### config.mk
export PLATFORM = sky130hd
export DESIGN_NAME = lpm_ctrl
export DESIGN_NICKNAME = d
export VERILOG_FILES = /design/src/lpm_pkg.sv /design/src/lpm_ctrl.sv
export SDC_FILE = /design/constraint.sdc
export NUM_CORES = 1
export LEC_CHECK = 0
export BUFFER_PORTS_ARGS = -buffer_cell sky130_fd_sc_hd__buf_2
export CAP_MARGIN = 5
export CORE_AREA = 2 2 39 41
export DETAILED_ROUTE_END_ITERATION = 6
export DIE_AREA = 0 0 41 43
export SYNTH_ARGS = -nofsm -noshare
export SYNTH_HDL_FRONTEND = slang
export SYNTH_SLANG_ARGS = --single-unit
### constraint.sdc
create_clock -name clk -period 1.7 [get_ports clk]
set_input_delay 0.255 -clock clk [delete_from_list [all_inputs] [get_ports clk]]
set_output_delay 0.255 -clock clk [all_outputs]
set_load 0.03 [all_outputs]
### src/lpm_pkg.sv
// Shared constants and controller/datapath interface types for the linear partition core.
`default_nettype none

package lpm_pkg;

    localparam int MAX_ITEMS_DEF  = 512;
    localparam int VALUE_BITS_DEF = 32;

    localparam int VALUE_W = 32;
    localparam int INDEX_W = 9;
    localparam int PART_W  = 10;
    localparam int BOUND_W = 41;

    localparam logic FUNC_LOAD  = 1'b0;
    localparam logic FUNC_QUERY = 1'b1;

    localparam logic KIND_BOUND = 1'b0;
    localparam logic KIND_FLAG  = 1'b1;

    typedef struct packed {
        logic search_init;
        logic mid_calc;
        logic scan_start;
        logic scan_final;
        logic scan_step;
        logic eval;
        logic xtra_start;
        logic xtra_read;
        logic xtra_write;
        logic finish;
    } lpm_cmd_t;

    typedef struct packed {
        logic lo_lt_hi;
        logic scan_end;
        logic xtra_go;
        logic xtra_more;
    } lpm_status_t;

endpackage

`default_nettype wire

### src/lpm_ctrl.sv
// Search sequencer: binary search loop, greedy scans, extra-split pass and result strobe.
`default_nettype none

module lpm_ctrl
    import lpm_pkg::*;
(
    input  wire logic        clk,
    input  wire logic        rst_n,
    input  wire logic        search_go,
    input  wire lpm_status_t status,
    output lpm_cmd_t         cmd,
    output logic             busy
);

    localparam logic [3:0] ST_IDLE  = 4'd0;
    localparam logic [3:0] ST_INIT  = 4'd1;
    localparam logic [3:0] ST_LOOP  = 4'd2;
    localparam logic [3:0] ST_SCAN  = 4'd3;
    localparam logic [3:0] ST_EVAL  = 4'd4;
    localparam logic [3:0] ST_FSCAN = 4'd5;
    localparam logic [3:0] ST_XCHK  = 4'd6;
    localparam logic [3:0] ST_XRD   = 4'd7;
    localparam logic [3:0] ST_XWR   = 4'd8;
    localparam logic [3:0] ST_DONE  = 4'd9;

    logic [3:0] state_reg;
    logic [3:0] state_next;

    always_ff @(posedge clk or negedge rst_n)
    begin
        if (!rst_n)
        begin
            state_reg <= ST_IDLE;
        end
        else
        begin
            state_reg <= state_next;
        end
    end

    always_comb
    begin
        state_next = state_reg;
        cmd        = '0;
        unique case (state_reg)
            ST_IDLE:
            begin
                if (search_go)
                begin
                    state_next = ST_INIT;
                end
            end
            ST_INIT:
            begin
                cmd.search_init = 1'b1;
                state_next      = ST_LOOP;
            end
            ST_LOOP:
            begin
                cmd.scan_start = 1'b1;
                if (status.lo_lt_hi)
                begin
                    cmd.mid_calc = 1'b1;
                    state_next   = ST_SCAN;
                end
                else
                begin
                    cmd.scan_final = 1'b1;
                    state_next     = ST_FSCAN;
                end
            end
            ST_SCAN:
            begin
                cmd.scan_step = 1'b1;
                if (status.scan_end)
                begin
                    state_next = ST_EVAL;
                end
            end
            ST_EVAL:
            begin
                cmd.eval   = 1'b1;
                state_next = ST_LOOP;
            end
            ST_FSCAN:
            begin
                cmd.scan_step = 1'b1;
                if (status.scan_end)
                begin
                    state_next = ST_XCHK;
                end
            end
            ST_XCHK:
            begin
                cmd.xtra_start = 1'b1;
                state_next     = status.xtra_go ? ST_XRD : ST_DONE;
            end
            ST_XRD:
            begin
                cmd.xtra_read = 1'b1;
                state_next    = ST_XWR;
            end
            ST_XWR:
            begin
                cmd.xtra_write = 1'b1;
                state_next     = status.xtra_more ? ST_XRD : ST_DONE;
            end
            ST_DONE:
            begin
                cmd.finish = 1'b1;
                state_next = ST_IDLE;
            end
            default:
            begin
                state_next = ST_IDLE;
            end
        endcase
    end

    assign busy = (state_reg != ST_IDLE);

endmodule

`default_nettype wire

* Word-level counts from Yosys, hierarchy flattened *
Index checks and enable logic that the tools add are counted.

operators by class
  eq/ne operators = 12
  muxes and demuxes = 17
  reductions and logical operators = 5

operator list
  kind                                            number
  one-hot mux 4 bit (8 select lines)              1
  2-to-1 mux 4 bit                                5
  == test 4 x 3 -> 1 bit (second input constant)  4
  2-to-1 mux 1 bit                                9
  == test 4 x 2 -> 1 bit (second input constant)  2
  == test 4 bit (second input constant)           2
  2-to-1 mux 3 bit                                2
  != test 2 bit (second input constant)           3
  == test 4 x 1 -> 1 bit (second input constant)  1
  zero test 4 bit                                 1
  nonzero test 4 bit                              1
  OR reduction 2 bit                              2
  AND reduction 3 bit                             1

storage, ports and cells
  register bits after elaboration = 4
  input bits = 7
  output and inout port bits = 11

* Logic depth before layout (Yosys ltp) *
Gate-level depths: netlist of the first run.

  word-level depth = 3
  gate-level depth with buffers = 5
  gate-level depth less buffers = 3

* Worst setup path after synthesis of the first run *
No wires, ideal clock.

  path kind = register to output
  start = register state_reg[2]
  end = output port cmd[6] (netlist bit)
  arrival time = 1.607 ns
  setup slack = -0.162 ns
  cell stages (with the launch flop) = 5
  path buffers = 2
  cell sequence = dfrtp_1 > buf_6 > buf_12 > nor4b_4 > nor2b_1

RTL lines
  what                    RTL line        source
  start, declared         lpm_ctrl.sv:26  logic [3:0] state_reg;
  start signal, assigned  lpm_ctrl.sv:37  state_reg <= state_next;
  end, declared           lpm_ctrl.sv:11  output lpm_cmd_t cmd,

* Worst setup path after layout of the first run *
  start = register state_reg[0]
  end = output port busy

on the way
  word-level cells in the longest chain between the ends = 1

RTL lines
  what                RTL line         source
  nonzero test 4 bit  lpm_ctrl.sv:120  assign busy = (state_reg != ST_IDLE);
  end, declared       lpm_ctrl.sv:12   output logic busy

No other way between the ends.

==> metrics.yaml, run 1 <==
timing:
  setup_slack_ps: 41.8
  period_minus_slack_ps: 1660
  fin_setup_tns_ps: 0
  holdWs_ps: 316
  period_share_pct: 97.5
  tightest_slew_ps: 242
  hold_viol: 0
  finalClockSkew_ps: 3.49
  rsz0062_at_grt: "no"
  maxSlewViolCount: 0
  setup_viol: 0
  slew_headroom_pct: 83.7
  max_clock_freq_mhz: 603
global_routing:
  grt_pass1_wl_um: 1860
  grt_pass1_vias: 443
  grt_use_met2_pct: 22.5
  grt_max_degree: 17
  globalRouteMet1Util_pct: 21.2
  grtUsageMet3_pct: 3.14
  track_usage_pct: 15.3
  grt_antenna_before_repair: 0
  busiest_layer: "met2"
  grt_overflow_total: 0
synth:
  ys_async_sr_fraction_pct: 100
  netlist.area_leader.share_pct: 19.9
  ys_ff_latch: 4
  synthCells: 56
  synth-edff-count: 0
  yosys_warnings: 0
  synth_area_leaders: "dfrtp_1 (20%), buf_6 (8.9%), nor4b_4 (4.7%)"
  synth_common_cells: "buf_6 (4), dfrtp_1 (4), nor2_1 (3), nor3b_1 (3), o21ai_1 (3)"
  yosysSeqAreaShare_pct: 19.9
  mappedNetlistArea_sq_um: 504
  syn_nets: 63
  synthFlopType: "dfrtp_1"
  synth_area_per_cell_sq_um: 9.00
  ys_types: 36
  synth_area_leader_cell: "dfrtp_1"
detailed_routing:
  antenna_left: 0
  wl_um: 1090
  wl_per_cell_um: 11.9
  drc: 0
  dr_total_vias: 512
  firstDrtPassIters: 4
  drtIter0Drc: 10
  via_per_inst: 5.57
layout:
  drive_above_1_share_pct: 47.4
  finalNetCount: 85
  utilization_pct: 45.4
  largest_reg_flops: 4
  syn_to_final_growth_pct: 24.6
  antenna_cells: 0
power:
  power_density_nw_per_um2: 1950
  p_int_w: 0.000616
  switching_share_pct: 49.6
  p_leak_nw: 0.286
  ir_drop_uv: 892
  power.clock.fraction_pct: 9.3
  p_switching_w: 0.000607
  p_seq_share_pct: 19.4
  p_total_w: 0.00122
  pwr-share-comb_pct: 71.4
critical_path:
  end_kind: "output pin"
  arrival_ps: 1400
  r2r-start: "state_reg[3]"
  worstSetupPathType: "reg2out"
  cpPeakStageDelay_ps: 550
  rrSetupSlack_ps: 340
  critPathLaunchType: "flop"
  crit_fanout: 4
  path_buf_inv: 1
  worstReg2RegEnd: "state_reg[1]"
  reg2regPathDepth: 4
  crit_required_ps: 1440
  worstPathCellList: "or4_4 > buf_2"
  critPathSlowestCell: "or4_4"
  critPathTopFamily: "simple AND/OR/NAND/NOR gates"
clocking:
  clock_sinks: 4
  cts_tree: "built"
  root_buffer: "clkbuf_4"
  path_clk_slew_ps: 40
  cts_buffer_depth: 2
  numCtsBuffers: 3
  h-tree-depth: 1
  clk_latency_ps: 230
floorplanning:
  die_y_um: 43
  die_x_um: 41
  die-area_sq_um: 1760
  start_util_pct: 36.4
  coreArea_sq_um: 1380
  num_rows: 14
  ioPinCount: 18
hold_path:
  whs_path_depth: 3
  min_from: "status[0]"
  hold-path-endpoint: "state_reg[3]"
  hp-class: "in2reg"
flow_run:
  maxCapViolCount: 0
placement:
  port_buffers: 17
  hpwl_um: 802
  gp_congestion: 0.809
  place_ws_ps: 168
outcome:
  outcome: "complete, no violations"
cells in the final DEF, fill, tap and decap left out, drive strengths merged, types with 2 or more instances in the layout:
cell,netlist,layout
buf,7,23
o21ai,6,6
dfrtp,4,4
nor2,3,3
nor3b,3,3
clkbuf,0,3
nor2b,3,3
nand2b,2,2
nor3,2,2
and3,2,2
and2,2,2
o21a,2,2
a311oi,2,2
or4,2,2
stage by stage:
stage / std cells / cell area [sq um]
2_1_floorplan: 56 / 512
3_3_place_gp: 87 / 577
3_5_place_dp: 87 / 577
4_1_cts: 92 / 618
5_1_grt: 92 / 628
6_report: 92 / 628
routing by layer:
layer,vias to the layer above,part of all wire (%)
li1,255,-
met1,247,45
met2,10,52
met3,0,2.3
met4,0,0
met5,-,0
what timing repair did:
item | 4_1_cts | 5_1_grt
gates cloned | 0 | 0
endpoints found under the hold margin | 4 | 0
setup buffers | 1 | 0
resized for setup | 1 | 5
endpoints found under the setup margin | 3 | 6
hold buffers | 1 | 0
final cells by class:
| class | count | area, sq um |
|---|---|---|
| Tap cell | 16 | 20.0 |
| Fill cell | 144 | 756 |
| Clock buffer | 3 | 22.5 |
| Timing Repair Buffer | 24 | 146 |
| Sequential cell | 4 | 105 |
| Inverter | 1 | 3.75 |
| Multi-Input combinational cell | 44 | 330 |
cell families after synthesis:
logic type | after synthesis | share of synthesized area, %
and+or+nand+nor | 28 | 41.4
AOI/OAI and AO/OA | 15 | 20.8
buffers and inverters | 8 | 16.1
DFF | 4 | 19.9
xor gates and xnor gates | 1 | 1.74
worst reg2reg max path: cells and delay by family (launching register included):
family,cells,cell delay [ps]
flip-flops,1,450
AO/OA/AOI/OAI,2,450
buffers and inverters,1,190
AND/OR/NAND/NOR,1,170
worst max-delay path by stage:
stage,start,to,slack (ps),cells past startpoint
after floorplan,state_reg[2],cmd[8],-10,4
after global placement,state_reg[3],busy,190,2
after detailed placement,state_reg[3],busy,170,2
after CTS,state_reg[2],cmd[5],10,4
after global routing,state_reg[0],busy,6,2
final,state_reg[0],busy,40,2
power groups by stage:
stage	clock network [W]	logic [W]	registers (W)
floorplan	0	0.000805	0.000165
global placement	0	0.000834	0.000239
finish	0.000114	0.000873	0.000237
detailed placement	0	0.000837	0.000237
global route	0.000125	0.000948	0.000246
CTS	0.000116	0.000865	0.000227
Note: power is estimated with default switching activity, not from simulation.
==> run 2: changes to the inputs <==
GPL_TIMING_DRIVEN = 0   (was default)
RECOVER_POWER = 25   (was default)
==> metrics.yaml, run 2 (same netlist as run 1, synthesis figures left out) <==
outcome:
  outcome: "complete, but fails checks"
  failed_checks: "setup timing"
critical_path:
  arrival_ps: 1460
  crit_required_ps: 1440
  crit_fanout: 10
  worstSetupPathType: "reg2out"
  end_kind: "output pin"
  critPathLaunchType: "flop"
  reg2regPathDepth: 7
placement:
  place_ws_ps: 204
  gp_congestion: 0.726
  post_dp_cell_area_sq_um: 617
  hpwl_um: 875
  port_buffers: 17
global_routing:
  grt_max_degree: 11
  track_usage_pct: 15.5
  grt_overflow_total: 0
  grt_pass1_vias: 450
  grt_pass1_wl_um: 1880
  grt_antenna_before_repair: 0
timing:
  slew_headroom_pct: 82.3
  holdWs_ps: 303
  period_share_pct: 101
  period_minus_slack_ps: 1710
  rsz0062_at_grt: "yes"
  setup_slack_ps: -14.4
  maxSlewViolCount: 0
  setup_viol: 3
  hold_viol: 0
  finalClockSkew_ps: 5.42
  max_clock_freq_mhz: 583
  tightest_slew_ps: 263
clocking:
  root_buffer: "clkbuf_4"
  clock_sinks: 4
  clk_latency_ps: 240
  numCtsBuffers: 3
  h-tree-depth: 1
  path_clk_slew_ps: 40
  cts_buffer_depth: 2
  cts_tree: "built"
detailed_routing:
  antenna_left: 0
  drtIter0Drc: 24
  drc: 0
  via_per_inst: 5.43
  dr_total_vias: 521
  firstDrtPassIters: 4
  wl_per_cell_um: 13.5
  wl_um: 1300
power:
  pwr-share-comb_pct: 79.1
  ir_drop_uv: 705
  power.clock.fraction_pct: 8.5
  p_seq_share_pct: 12.4
  switching_share_pct: 47.7
  power_density_nw_per_um2: 1990
  p_leak_nw: 0.320
  p_switching_w: 0.000672
  p_total_w: 0.00141
  p_int_w: 0.000736
layout:
  drive_above_1_share_pct: 46.3
  final_cell_mix: "buf_2 (10), buf_4 (7), buf_6 (7), clkbuf_4 (4), dfrtp_1 (4)"
  mostFrequentLayoutCell: "buf_2"
  largest_reg_flops: 4
  final_area_sq_um: 707
  finalNetCount: 89
  syn_to_final_growth_pct: 40.2
  antenna_cells: 0
floorplanning:
  die-area_sq_um: 1760
  die_x_um: 41
  die_y_um: 43
  ioPinCount: 18
  num_rows: 14
  start_util_pct: 36.4
  coreArea_sq_um: 1380
hold_path:
  whs_path_depth: 3
  hp-class: "in2reg"
flow_run:
  maxCapViolCount: 0
-- run 2: power groups by stage --
stage / logic (W) / clock network (W) / registers (W)
2_1_floorplan: 0.000805 / 0 / 0.000165
3_3_place_gp: 0.000995 / 0 / 0.000176
3_5_place_dp: 0.000990 / 0 / 0.000174
4_1_cts: 0.00101 / 0.000119 / 0.000173
5_1_grt: 0.00118 / 0.000126 / 0.000178
6_report: 0.00111 / 0.000120 / 0.000174
-- run 2: per-stage QoR --
| step | TNS (ps) | instances | utilization, % |
|---|---|---|---|
| after detailed placement | 0 | 89 | 44.6 |
| after CTS | -11.9 | 93 | 47.3 |
| after floorplan | -15.5 | 56 | - |
| final | -24.3 | 96 | 51.1 |
| after global routing | -244 | 96 | 51.1 |
| after global placement | 0 | 89 | 44.6 |
-- run 2: final cells by class --
| type | count | area, sq um |
|---|---|---|
| Sequential cell | 4 | 100 |
| Inverter | 1 | 3.75 |
| Tap cell | 16 | 20.0 |
| Multi-Input combinational cell | 44 | 338 |
| Timing Repair Buffer | 21 | 143 |
| Clock buffer | 3 | 22.5 |
| Fill cell | 134 | 677 |
| Buffer | 7 | 80.1 |
-- run 2: final timing paths --
| kind | start | end | slack, ps |
|---|---|---|---|
| min | status[0] | state_reg[3] | 300 |
| max reg2reg | state_reg[2] | state_reg[1] | 200 |
| min reg2reg | state_reg[3] | state_reg[0] | 700 |
| min in group asynchronous | rst_n | state_reg[0] | 380 |
| max | state_reg[1] | cmd[0] | -10 |
| max in group asynchronous | rst_n | state_reg[3] | 1130 |
-- run 2: routing by layer --
layer	track usage [%]	vias to the layer above	part of all wire (%)
li1	-	259	-
met1	21.7	242	45
met2	22.5	20	49
met3	3.14	0	5.3
met4	6.00	0	0
met5	0	-	0
-- run 2: repair_timing --
item,CTS,global route
resized for setup,2,13
setup buffers,0,3
endpoints found under the hold margin,4,0
setup endpoints to repair,2,5
gates cloned,0,0
hold buffers,1,0
pin swaps,0,3
-- run 2: worst max-delay path, stage by stage, from the launching register on --
cell and delay [ps]:
dfrtp_1 420, buf_6 160, buf_6 140, nand2b_1 180, nor2_1 130, buf_4 180
==> run 3: changes to the inputs <==
ABC_AREA = 1   (was default)
HOLD_SLACK_MARGIN = 0.02   (was default)
==> metrics.yaml, run 3 <==
clocking:
  h-tree-depth: 1
  path_clk_slew_ps: 40
  cts_buffer_depth: 2
  clock_sinks: 4
  root_buffer: "clkbuf_4"
  numCtsBuffers: 3
  clk_latency_ps: 230
  cts_tree: "built"
detailed_routing:
  dr_total_vias: 424
  via_per_inst: 4.42
  drc: 0
  drtIter0Drc: 14
  wl_per_cell_um: 8.20
  antenna_left: 0
  firstDrtPassIters: 4
  wl_um: 787
global_routing:
  grt_antenna_before_repair: 0
  track_usage_pct: 12.3
  grt_pass1_wl_um: 1430
  grt_max_degree: 7
  grt_overflow_total: 0
  grt_pass1_vias: 376
critical_path:
  crit_fanout: 5
  worstSetupPathType: "reg2out"
  arrival_ps: 1320
  critPathLaunchType: "flop"
  crit_required_ps: 1440
  end_kind: "output pin"
power:
  power_density_nw_per_um2: 1900
  p_leak_nw: 0.336
  switching_share_pct: 56.9
  pwr-share-comb_pct: 66.0
  ir_drop_uv: 694
  p_seq_share_pct: 21.7
  power.clock.fraction_pct: 12.4
  p_int_w: 0.000391
  p_switching_w: 0.000518
synth:
  synthFlopType: "dfrtp_1"
  synthCells: 59
  synth-compound-area-share_pct: 5.88
  netlist.area_leader.share_pct: 29.4
  ys_ff_latch: 4
  yosysSeqAreaShare_pct: 29.4
  synth_area_per_cell_sq_um: 5.77
  mappedNetlistArea_sq_um: 340
  synth-edff-count: 0
  synth_top_family_by_area: "simple AND/OR/NAND/NOR gates"
  synth_fa_ha_area_share_pct: 0
  synth_area_leaders: "dfrtp_1 (29%), nand2_1 (20%), inv_1 (14%)"
  syn_nets: 66
  synth_simple_gate_area_share_pct: 49.3
  synth_xor_xnor_area_share_pct: 0
  synth.most_common_cell: "nand2_1"
  synth_area_leader_cell: "dfrtp_1"
  synth_common_cells: "nand2_1 (18), inv_1 (13), nor2_1 (10)"
  muxShareOfSynthArea_pct: 0
  yosys_warnings: 0
  ys_types: 13
  ys_async_sr_fraction_pct: 100
timing:
  maxSlewViolCount: 0
  slew_headroom_pct: 84.3
  setup_viol: 0
  period_share_pct: 92.4
  rsz0062_at_grt: "no"
  tightest_slew_ps: 235
  hold_viol: 0
  max_clock_freq_mhz: 637
  fin_setup_tns_ps: 0
  finalClockSkew_ps: 3.52
  period_minus_slack_ps: 1570
floorplanning:
  coreArea_sq_um: 1380
  ioPinCount: 18
  die_y_um: 43
  num_rows: 14
  die_x_um: 41
  die-area_sq_um: 1760
  start_util_pct: 24.6
layout:
  mostFrequentLayoutCell: "nand2_1"
  final_cell_mix: "nand2_1 (18), buf_2 (16), inv_1 (13), nor2_1 (9)"
  drive_above_1_share_pct: 32.5
  finalNetCount: 89
  largest_reg_flops: 4
  utilization_pct: 34.6
  syn_to_final_growth_pct: 40.8
  antenna_cells: 0
hold_path:
  hp-class: "in2reg"
placement:
  gp_congestion: 0.839
  port_buffers: 17
outcome:
  outcome: "complete, no violations"
flow_run:
  maxCapViolCount: 0
run 3: cell families after synthesis:
family | Yosys count
AND/OR/NAND/NOR | 38
buffers and inverters | 14
flip-flops | 4
AO/OA/AOI/OAI | 3
run 3: critical path, cell delays in order, from the launching register on:
cell,delay (ps)
dfrtp_1,430
inv_1,80
nor2_1,180
nand2_1,120
nand2_2,90
buf_2,190
run 3: through the flow:
stage / total power, W / cells / area [sq um] / hold WS, ps / setup slack, ps
2_1_floorplan: 0.000641 / 59 / 340 / -40.6 / 18.4
3_3_place_gp: 0.000791 / 92 / 445 / 59.1 / 393
3_5_place_dp: 0.000790 / 92 / 445 / 60.5 / 388
4_1_cts: 0.000913 / 96 / 478 / 314 / 134
5_1_grt: 0.00101 / 96 / 479 / 327 / 16.3
6_report: 0.000909 / 96 / 479 / 319 / 129
run 3: layout make-up:
type | count | area, sq um
Tap cell | 16 | 20.0
Fill cell | 160 | 905
Timing Repair Buffer | 18 | 93.8
Clock buffer | 3 | 22.5
Sequential cell | 4 | 100
Inverter | 14 | 52.6
Multi-Input combinational cell | 41 | 190
run 3: path summary, 6_finish.rpt:
check	startpoint	end	slack, ps	depth (start not counted)
min	status[2]	state_reg[1]	320	4
min reg2reg	state_reg[3]	state_reg[2]	640	3
max in group asynchronous	rst_n	state_reg[3]	1140	2
max reg2reg	state_reg[1]	state_reg[2]	480	6
min in group asynchronous	rst_n	state_reg[2]	380	2
max	state_reg[0]	cmd[5]	130	5
run 3: power groups by stage:
stage | registers [W] | clock network [W] | logic (W)
global placement | 0.000190 | 0 | 0.000601
floorplan | 0.000181 | 0 | 0.000459
finish | 0.000197 | 0.000112 | 0.000600
global route | 0.000202 | 0.000129 | 0.000682
detailed placement | 0.000191 | 0 | 0.000599
CTS | 0.000189 | 0.000121 | 0.000602
run 3: timing repair:
action / CTS / global route
setup buffers: 0 / 0
setup endpoints to repair: 0 / 2
hold endpoints to repair: 4 / 0
gates resized for setup: 0 / 1
hold buffers: 1 / 0
run 3: per-layer routing:
layer | routed length (um) | track usage, % | up-vias
li1 | - | - | 221
met1 | 365 | 17.4 | 181
met2 | 354 | 15.0 | 22
met3 | 67 | 4.71 | 0
met4 | 0 | 8.00 | 0
met5 | 0 | 0 | -
